File: src/sv/gpma_pkg.sv
`timescale 1ns / 1ps

package gpma_pkg;

  typedef enum logic [1:0] {
    ACT_FORWARD = 2'd0,
    ACT_LEFT    = 2'd1,
    ACT_RIGHT   = 2'd2,
    ACT_INVALID = 2'd3
  } action_t;

  // Headings: 0 up, 1 right, 2 down, 3 left.
  localparam logic [1:0] HEAD_UP    = 2'd0;
  localparam logic [1:0] HEAD_RIGHT = 2'd1;
  localparam logic [1:0] HEAD_DOWN  = 2'd2;
  localparam logic [1:0] HEAD_LEFT  = 2'd3;

  // Turn needed, as (target heading - current heading) mod 4.
  localparam logic [1:0] TURN_NONE  = 2'd0;
  localparam logic [1:0] TURN_CW    = 2'd1;
  localparam logic [1:0] TURN_BACK  = 2'd2;
  localparam logic [1:0] TURN_CCW   = 2'd3;

  localparam int MAX_BEATS  = 3;
  localparam int QUEUE_SIZE = 4;

  typedef struct packed {
    logic       is_first;
    logic [7:0] col;
    logic [7:0] row;
    logic [1:0] init_heading;
  } in_beat_t;

  typedef struct packed {
    action_t    action;
    logic [1:0] heading_after;
    logic       last;
  } out_beat_t;

  // Results caused by one point, in order from beats[0].
  typedef struct packed {
    logic [1:0]                count;
    out_beat_t [MAX_BEATS-1:0] beats;
  } bundle_t;

endpackage

File: src/sv/gpma_step.sv
`timescale 1ns / 1ps

module gpma_step
  import gpma_pkg::*;
#(
  parameter int COORD_BITS = 8
) (
  input  logic     clk,
  input  logic     rst,
  input  logic     accept,
  input  in_beat_t in_data,
  output bundle_t  bundle
);

  localparam int CW = (COORD_BITS < 8) ? COORD_BITS : 8;

  logic [CW-1:0] prev_col;
  logic [CW-1:0] prev_row;
  logic [1:0]    cur_heading;
  logic          path_active;

  logic [CW-1:0] c;
  logic [CW-1:0] r;
  logic [CW:0]   c_x, r_x, pc_x, pr_x;
  logic          go_up, go_right, go_down, go_left, neighbour;
  logic [1:0]    dir;
  logic [1:0]    turn;

  assign c    = in_data.col[CW-1:0];
  assign r    = in_data.row[CW-1:0];
  assign c_x  = {1'b0, c};
  assign r_x  = {1'b0, r};
  assign pc_x = {1'b0, prev_col};
  assign pr_x = {1'b0, prev_row};

  // Widened compares so that coordinates never wrap at the grid edge.
  assign go_up    = (c == prev_col) && (r_x + (CW+1)'(1) == pr_x);
  assign go_down  = (c == prev_col) && (r_x == pr_x + (CW+1)'(1));
  assign go_right = (r == prev_row) && (c_x == pc_x + (CW+1)'(1));
  assign go_left  = (r == prev_row) && (c_x + (CW+1)'(1) == pc_x);
  assign neighbour = go_up || go_down || go_right || go_left;

  always_comb begin
    dir = HEAD_UP;
    if (go_right) dir = HEAD_RIGHT;
    if (go_down)  dir = HEAD_DOWN;
    if (go_left)  dir = HEAD_LEFT;
  end

  assign turn = dir - cur_heading;

  always_comb begin
    bundle = '0;
    if (accept && !in_data.is_first && path_active) begin
      if (!neighbour) begin
        bundle.count    = 2'd1;
        bundle.beats[0] = '{ACT_INVALID, cur_heading, 1'b1};
      end else begin
        case (turn)
          TURN_NONE: begin
            bundle.count    = 2'd1;
            bundle.beats[0] = '{ACT_FORWARD, dir, 1'b1};
          end
          TURN_CW: begin
            bundle.count    = 2'd2;
            bundle.beats[0] = '{ACT_RIGHT, dir, 1'b0};
            bundle.beats[1] = '{ACT_FORWARD, dir, 1'b1};
          end
          TURN_CCW: begin
            bundle.count    = 2'd2;
            bundle.beats[0] = '{ACT_LEFT, dir, 1'b0};
            bundle.beats[1] = '{ACT_FORWARD, dir, 1'b1};
          end
          TURN_BACK: begin
            bundle.count    = 2'd3;
            bundle.beats[0] = '{ACT_RIGHT, cur_heading + 2'd1, 1'b0};
            bundle.beats[1] = '{ACT_RIGHT, dir, 1'b0};
            bundle.beats[2] = '{ACT_FORWARD, dir, 1'b1};
          end
          default: begin
            bundle = '0;
          end
        endcase
      end
    end
  end

  always_ff @(posedge clk) begin
    if (rst) begin
      prev_col    <= '0;
      prev_row    <= '0;
      cur_heading <= HEAD_UP;
      path_active <= 1'b0;
    end else if (accept) begin
      if (in_data.is_first) begin
        prev_col    <= c;
        prev_row    <= r;
        cur_heading <= in_data.init_heading;
        path_active <= 1'b1;
      end else if (path_active) begin
        if (!neighbour) begin
          path_active <= 1'b0;
        end else begin
          prev_col    <= c;
          prev_row    <= r;
          cur_heading <= dir;
        end
      end
    end
  end

endmodule

File: src/sv/gpma_queue.sv
`timescale 1ns / 1ps

module gpma_queue
  import gpma_pkg::*;
(
  input  logic      clk,
  input  logic      rst,
  input  logic      push,
  input  bundle_t   bundle,
  input  logic      out_stall,
  output logic      out_valid,
  output out_beat_t out_data,
  output logic      in_stall
);

  logic [2:0]  count;
  logic [2:0]  count_next;
  out_beat_t   slots [QUEUE_SIZE];
  out_beat_t   slots_next [QUEUE_SIZE];
  logic        pop;
  logic [2:0]  cnt_pop;
  logic [2:0]  off;

  assign out_valid = (count != 3'd0);
  assign out_data  = slots[0];
  assign pop       = out_valid && !out_stall;
  assign cnt_pop   = count - {2'b0, pop};
  // Take a point only if its worst case of three beats still fits.
  assign in_stall  = (cnt_pop > 3'd1);

  always_comb begin
    off = '0;
    for (int i = 0; i < QUEUE_SIZE; i++) begin
      if (pop && i < QUEUE_SIZE - 1) begin
        slots_next[i] = slots[i+1];
      end else begin
        slots_next[i] = slots[i];
      end
    end
    // Append the new beats just behind whatever survives the pop.
    for (int i = 0; i < QUEUE_SIZE; i++) begin
      off = 3'(i) - cnt_pop;
      if (push && 3'(i) >= cnt_pop && off < {1'b0, bundle.count}) begin
        slots_next[i] = bundle.beats[off[1:0]];
      end
    end
    count_next = cnt_pop + (push ? {1'b0, bundle.count} : 3'd0);
  end

  always_ff @(posedge clk) begin
    if (rst) begin
      count <= '0;
    end else begin
      count <= count_next;
    end
  end

  always_ff @(posedge clk) begin
    slots <= slots_next;
  end

endmodule

File: src/sv/grid_path_to_motion_actions.sv
`timescale 1ns / 1ps
// The actions of a point join the action queue when the point is taken, behind any beats
// still waiting. Throughput: one action beat per cycle while out_stall is low; a point causes
//   one action for straight on or an invalid step, two for a quarter turn and three for a
//   reversal. Points that cause no action are taken one per cycle while the queue has room.
// The four-entry action queue sets the rate: a point is taken while at most one beat remains
// after this cycle's pop. Reset: synchronous, active high; clears path state and queue.

module grid_path_to_motion_actions
  import gpma_pkg::*;
#(
  parameter int COORD_BITS = 8
) (
  input  logic      clk,
  input  logic      rst,
  input  logic      in_valid,
  output logic      in_stall,
  input  in_beat_t  in_data,
  output logic      out_valid,
  input  logic      out_stall,
  output out_beat_t out_data
);

  // A point beat is taken on valid with no stall.
  logic    accept;
  bundle_t bundle;

  assign accept = in_valid && !in_stall;

  // Judge the step against the held previous point and heading, advance the
  // path state, and hand the zero to three actions of this point along.
  gpma_step #(
    .COORD_BITS (COORD_BITS)
  ) u_step (
    .clk     (clk),
    .rst     (rst),
    .accept  (accept),
    .in_data (in_data),
    .bundle  (bundle)
  );

  // Hold the actions in order and release one beat per cycle while out_stall is low; the head
  // entry is the output register, so a single waiting beat never blocks
  // the input.
  gpma_queue u_queue (
    .clk       (clk),
    .rst       (rst),
    .push      (accept),
    .bundle    (bundle),
    .out_stall (out_stall),
    .out_valid (out_valid),
    .out_data  (out_data),
    .in_stall  (in_stall)
  );

endmodule

File: config.mk
export PLATFORM = sky130hd
export DESIGN_NAME = grid_path_to_motion_actions
export DESIGN_NICKNAME = d
export VERILOG_FILES = /design/src/sv/gpma_pkg.sv /design/src/sv/gpma_step.sv /design/src/sv/gpma_queue.sv /design/src/sv/grid_path_to_motion_actions.sv
export SDC_FILE = /design/constraint.sdc
export NUM_CORES = 1
export LEC_CHECK = 0
export ABC_AREA = 1
export BUFFER_PORTS_ARGS = -buffer_cell sky130_fd_sc_hd__buf_2
export CAP_MARGIN = 20
export CORE_MARGIN = 4
export CORE_UTILIZATION = 62
export CTS_CLUSTER_SIZE = 30
export DETAILED_ROUTE_END_ITERATION = 6
export GPL_TIMING_DRIVEN = 0
export PLACE_DENSITY_LB_ADDON = 0.08
export SETUP_SLACK_MARGIN = 0.3
export SLEW_MARGIN = 30
export SYNTH_ARGS = -nofsm -noshare
export SYNTH_HDL_FRONTEND = slang
export SYNTH_SLANG_ARGS = --single-unit
File: constraint.sdc
create_clock -name clk -period 5.5 [get_ports clk]
set_input_delay 1.1 -clock clk [delete_from_list [all_inputs] [get_ports clk]]
set_output_delay 1.1 -clock clk [all_outputs]
set_load 0.05 [all_outputs]
==> flow_metrics.env <==
export IMPL_place_area_um2=4680
export IMPL_clk_latency_ns=0.31
export IMPL_worstPathRequired_ns=5.51
export IMPL_reg2reg_slack_ns=1.43
export IMPL_synth_edf_count=20
export IMPL_fin_crit_sh_pct=86.3
export IMPL_clock_skew_ns=0.00946
export IMPL_syn_to_final_growth_pct=8.36
export IMPL_die_area_um2=8540
export IMPL_grt_pass1_wl_um=18900
export IMPL_synth_seq_cells=42
export IMPL_synth_top_cell_area_share_pct=22.3
export IMPL_crit_type="input pin to flop"
export IMPL_drtAntennaViolNets=0
export IMPL_cp_max_fo=9
export IMPL_yosysTopAreaCell="nand2_1"
export IMPL_drcViolationCount=0
export IMPL_cp_start_kind="input pin"
export IMPL_peakVddDrop_uv=248
export IMPL_synthArstFlopShare_pct=0
export IMPL_critPathLaunch="in_data[11]"
export IMPL_port_buffers=29
export IMPL_avgRoutedWirePerCell_um=12.9
export IMPL_place_hpwl_um=8970
export IMPL_grt_overflow=0
export IMPL_root_buffer="clkbuf_8"
export IMPL_design_area_um2=4790
export IMPL_coreArea_um2=6870
export IMPL_drtIter0Drc=385
export IMPL_synth_area_per_cell_um2=6.03
export IMPL_grt_total_usage_pct=27.0
export IMPL_fillers=649
export IMPL_rsz0062_at_grt="no"
export IMPL_clk_pin_slew_ns=0.10
export IMPL_layout_drive_gt1_share_pct=13.5
export IMPL_seq_area_frac_synth_pct=23.6
export IMPL_powerDensity_nw_per_um2=491
export IMPL_endpoint="u_queue.out_data[3]"
export IMPL_crit_path_end_kind="flop"
export IMPL_fp_dieW_um=92.4
export IMPL_maxCapViolCount=0
export IMPL_cts_max_path_buffers=2
export IMPL_routed_via_count=4574
export IMPL_routed_wl_um=11200
export IMPL_final_setup_viol_count=0
export IMPL_netlist_area_um2=4420
export IMPL_slew_headroom_pct=57.9
export IMPL_place_worst_setup_slack_ns=0.319
export IMPL_clock_sinks=42
export IMPL_setup_ws_ns=0.753
export IMPL_period_needed_ns=4.75
export IMPL_synth_flop_cell="dfxtp_1"
export IMPL_fmax_ghz=0.211
export IMPL_ys_warn_count=0
export IMPL_cts_tree="done"
export IMPL_r2r_end="u_queue.out_data[3]"
export IMPL_boundaryPins=30
export IMPL_p_leak_uw=0.00251
export IMPL_tns_ns=0
export IMPL_h_tree_depth=2
export IMPL_detailedRoute_firstPassIterationCount=4
export IMPL_worst_slew_pin_slew_ns=0.631
export IMPL_via_per_inst=5.29
export IMPL_fp_row_count=30
export IMPL_synthCells=732
export IMPL_diodes=0
export IMPL_min_path_type="flop to flop"
export IMPL_r2r_start="u_step.prev_row[5]"
export IMPL_final_nets=814
export IMPL_grt_pass1_vias=4168
export IMPL_status="completed"
export IMPL_cp_arrival_ns=4.76
export IMPL_slew_viol_final=0
export IMPL_yosysUniqueCellTypes=39
export IMPL_start_util_pct=64.3
export IMPL_synth_net_count=778
export IMPL_die_y_um=92.4
export IMPL_r2r_cells=20
export IMPL_synth_top_cells_by_area="nand2_1, edfxtp_1, dfxtp_1, inv_1, nand3_1"
export IMPL_place_congestion=0.944
export IMPL_cts_buffers=5
export IMPL_final_hold_viol_count=0
export IMPL_grt_max_degree=17
export IMPL_antenna_found_initial=0
## per-stage QoR
step / power [µW] / utilization [%] / instances / hold WS, ns
after floorplan: 1770 / - / 732 / 0.483
after global placement: 2040 / 68.2 / 857 / 0.503
after detailed placement: 2100 / 68.2 / 857 / 0.505
after CTS: 2330 / 69.6 / 865 / 0.529
after global routing: 2590 / 69.7 / 865 / 0.558
final: 2350 / 69.7 / 865 / 0.525
## power breakdown
group	internal, µW	switching (µW)
Sequential	502	75.8
Clock	95.4	136
Combinational	476	1070
## cell usage in the layout (no fill, tap or decap), drive strengths merged
| cell type | synthesis | final |
|---|---|---|
| or3 | 1 | 1 |
| inv | 112 | 114 |
| nand4 | 10 | 10 |
| o211a | 1 | 1 |
| o21a | 1 | 1 |
| clkbuf | 3 | 8 |
| xnor2 | 2 | 2 |
| nand3 | 66 | 66 |
| fa | 1 | 1 |
| o21ai | 44 | 44 |
| nand3b | 3 | 3 |
| xor2 | 9 | 9 |
| or2 | 3 | 3 |
| buf | 12 | 41 |
| dfxtp | 22 | 22 |
| a21oi | 24 | 24 |
| clkinv | 1 | 2 |
| and3 | 1 | 1 |
| nand2 | 279 | 279 |
| nor3 | 6 | 6 |
| edfxtp | 20 | 20 |
| o211ai | 3 | 3 |
| a31oi | 2 | 2 |
| nor2 | 81 | 81 |
| ha | 22 | 22 |
| nor4 | 3 | 3 |
## logic make-up after synthesis
| logic type | synth area share (%) |
|---|---|
| fa+ha+maj | 6.69 |
| simple gates | 45.8 |
| buf+inv | 12.0 |
| flops | 23.6 |
| xor+xnor | 2.18 |
| compound gates | 9.74 |
## worst min path at each step
stage / startpoint / slack [ns] / cells after the start / end
2_1_floorplan: u_step.cur_heading[1] / 0.48 / 2 / u_step.cur_heading[1]
5_1_grt: u_queue.slots[3] / 0.56 / 2 / u_queue.slots[8]
4_1_cts: u_queue.slots[7] / 0.53 / 2 / u_queue.slots[12]
3_3_place_gp: u_queue.slots[1] / 0.50 / 2 / u_queue.slots[6]
6_report: u_queue.slots[7] / 0.53 / 2 / u_queue.slots[12]
3_5_place_dp: u_queue.slots[7] / 0.50 / 2 / u_queue.slots[12]
## timing repair
action	CTS	global route
endpoints found under the setup margin	0	5
setup buffers	0	0
gates resized for setup	0	1
hold buffers	0	0
## metal layers
metal / track usage (%) / part of all wire, % / vias up
met5: 0 / 0 / -
met4: 6.31 / 1.4 / 0
met3: 3.41 / 5.4 / 17
met2: 44.3 / 45 / 124
met1: 37.8 / 49 / 2054
li1: - / - / 2379
## synth_stat cells, types with 5 or more instances
cell type and number:
a21oi_1 14, a21oi_2 10, buf_4 7, dfxtp_1 22, edfxtp_1 20, ha_1 22, inv_1 104, inv_2 8
nand2_1 262, nand2_2 8, nand2_4 9, nand3_1 62, nand4_1 10, nor2_1 71, nor2_2 5, nor2_4 5
nor3_1 6, o21ai_0 21, o21ai_1 23, xor2_1 9
## cell type report
type,instances,area (µm²),share of cell area (%)
Tap cell,96,120,2.51
Timing Repair Buffer,29,145,3.03
Clock inverter,3,28.8,0.601
Inverter,113,424,8.86
Sequential cell,42,1040,21.8
Clock buffer,5,68.8,1.44
Buffer,15,105,2.20
Multi-Input combinational cell,562,2850,59.6
## sequential cells by signal, indices dropped and copies added (netlist names)
register and flops:
u_queue.slots 15, u_step.prev_col 8, u_step.prev_row 8, u_queue.out_data 5, u_queue.count 3, u_step.cur_heading 2, u_step.path_active 1
## critical path, stage by stage
cell and delay, ns:
buf_2 0.13, ha_1 0.29, inv_1 0.04, nand2_1 0.06, nand2_1 0.06, nor2_1 0.17, nand3_1 0.10, nor2_1 0.22
nand2_1 0.10, nor2_2 0.17, nor2_1 0.12, ha_1 0.22, xnor2_1 0.33, inv_1 0.11, ha_1 0.21, inv_1 0.15
nand3_2 0.19, ha_1 0.26, nor4_2 0.38, nand2_4 0.13, nand2_1 0.21
No activity file was read; power rests on OpenSTA's default activity.
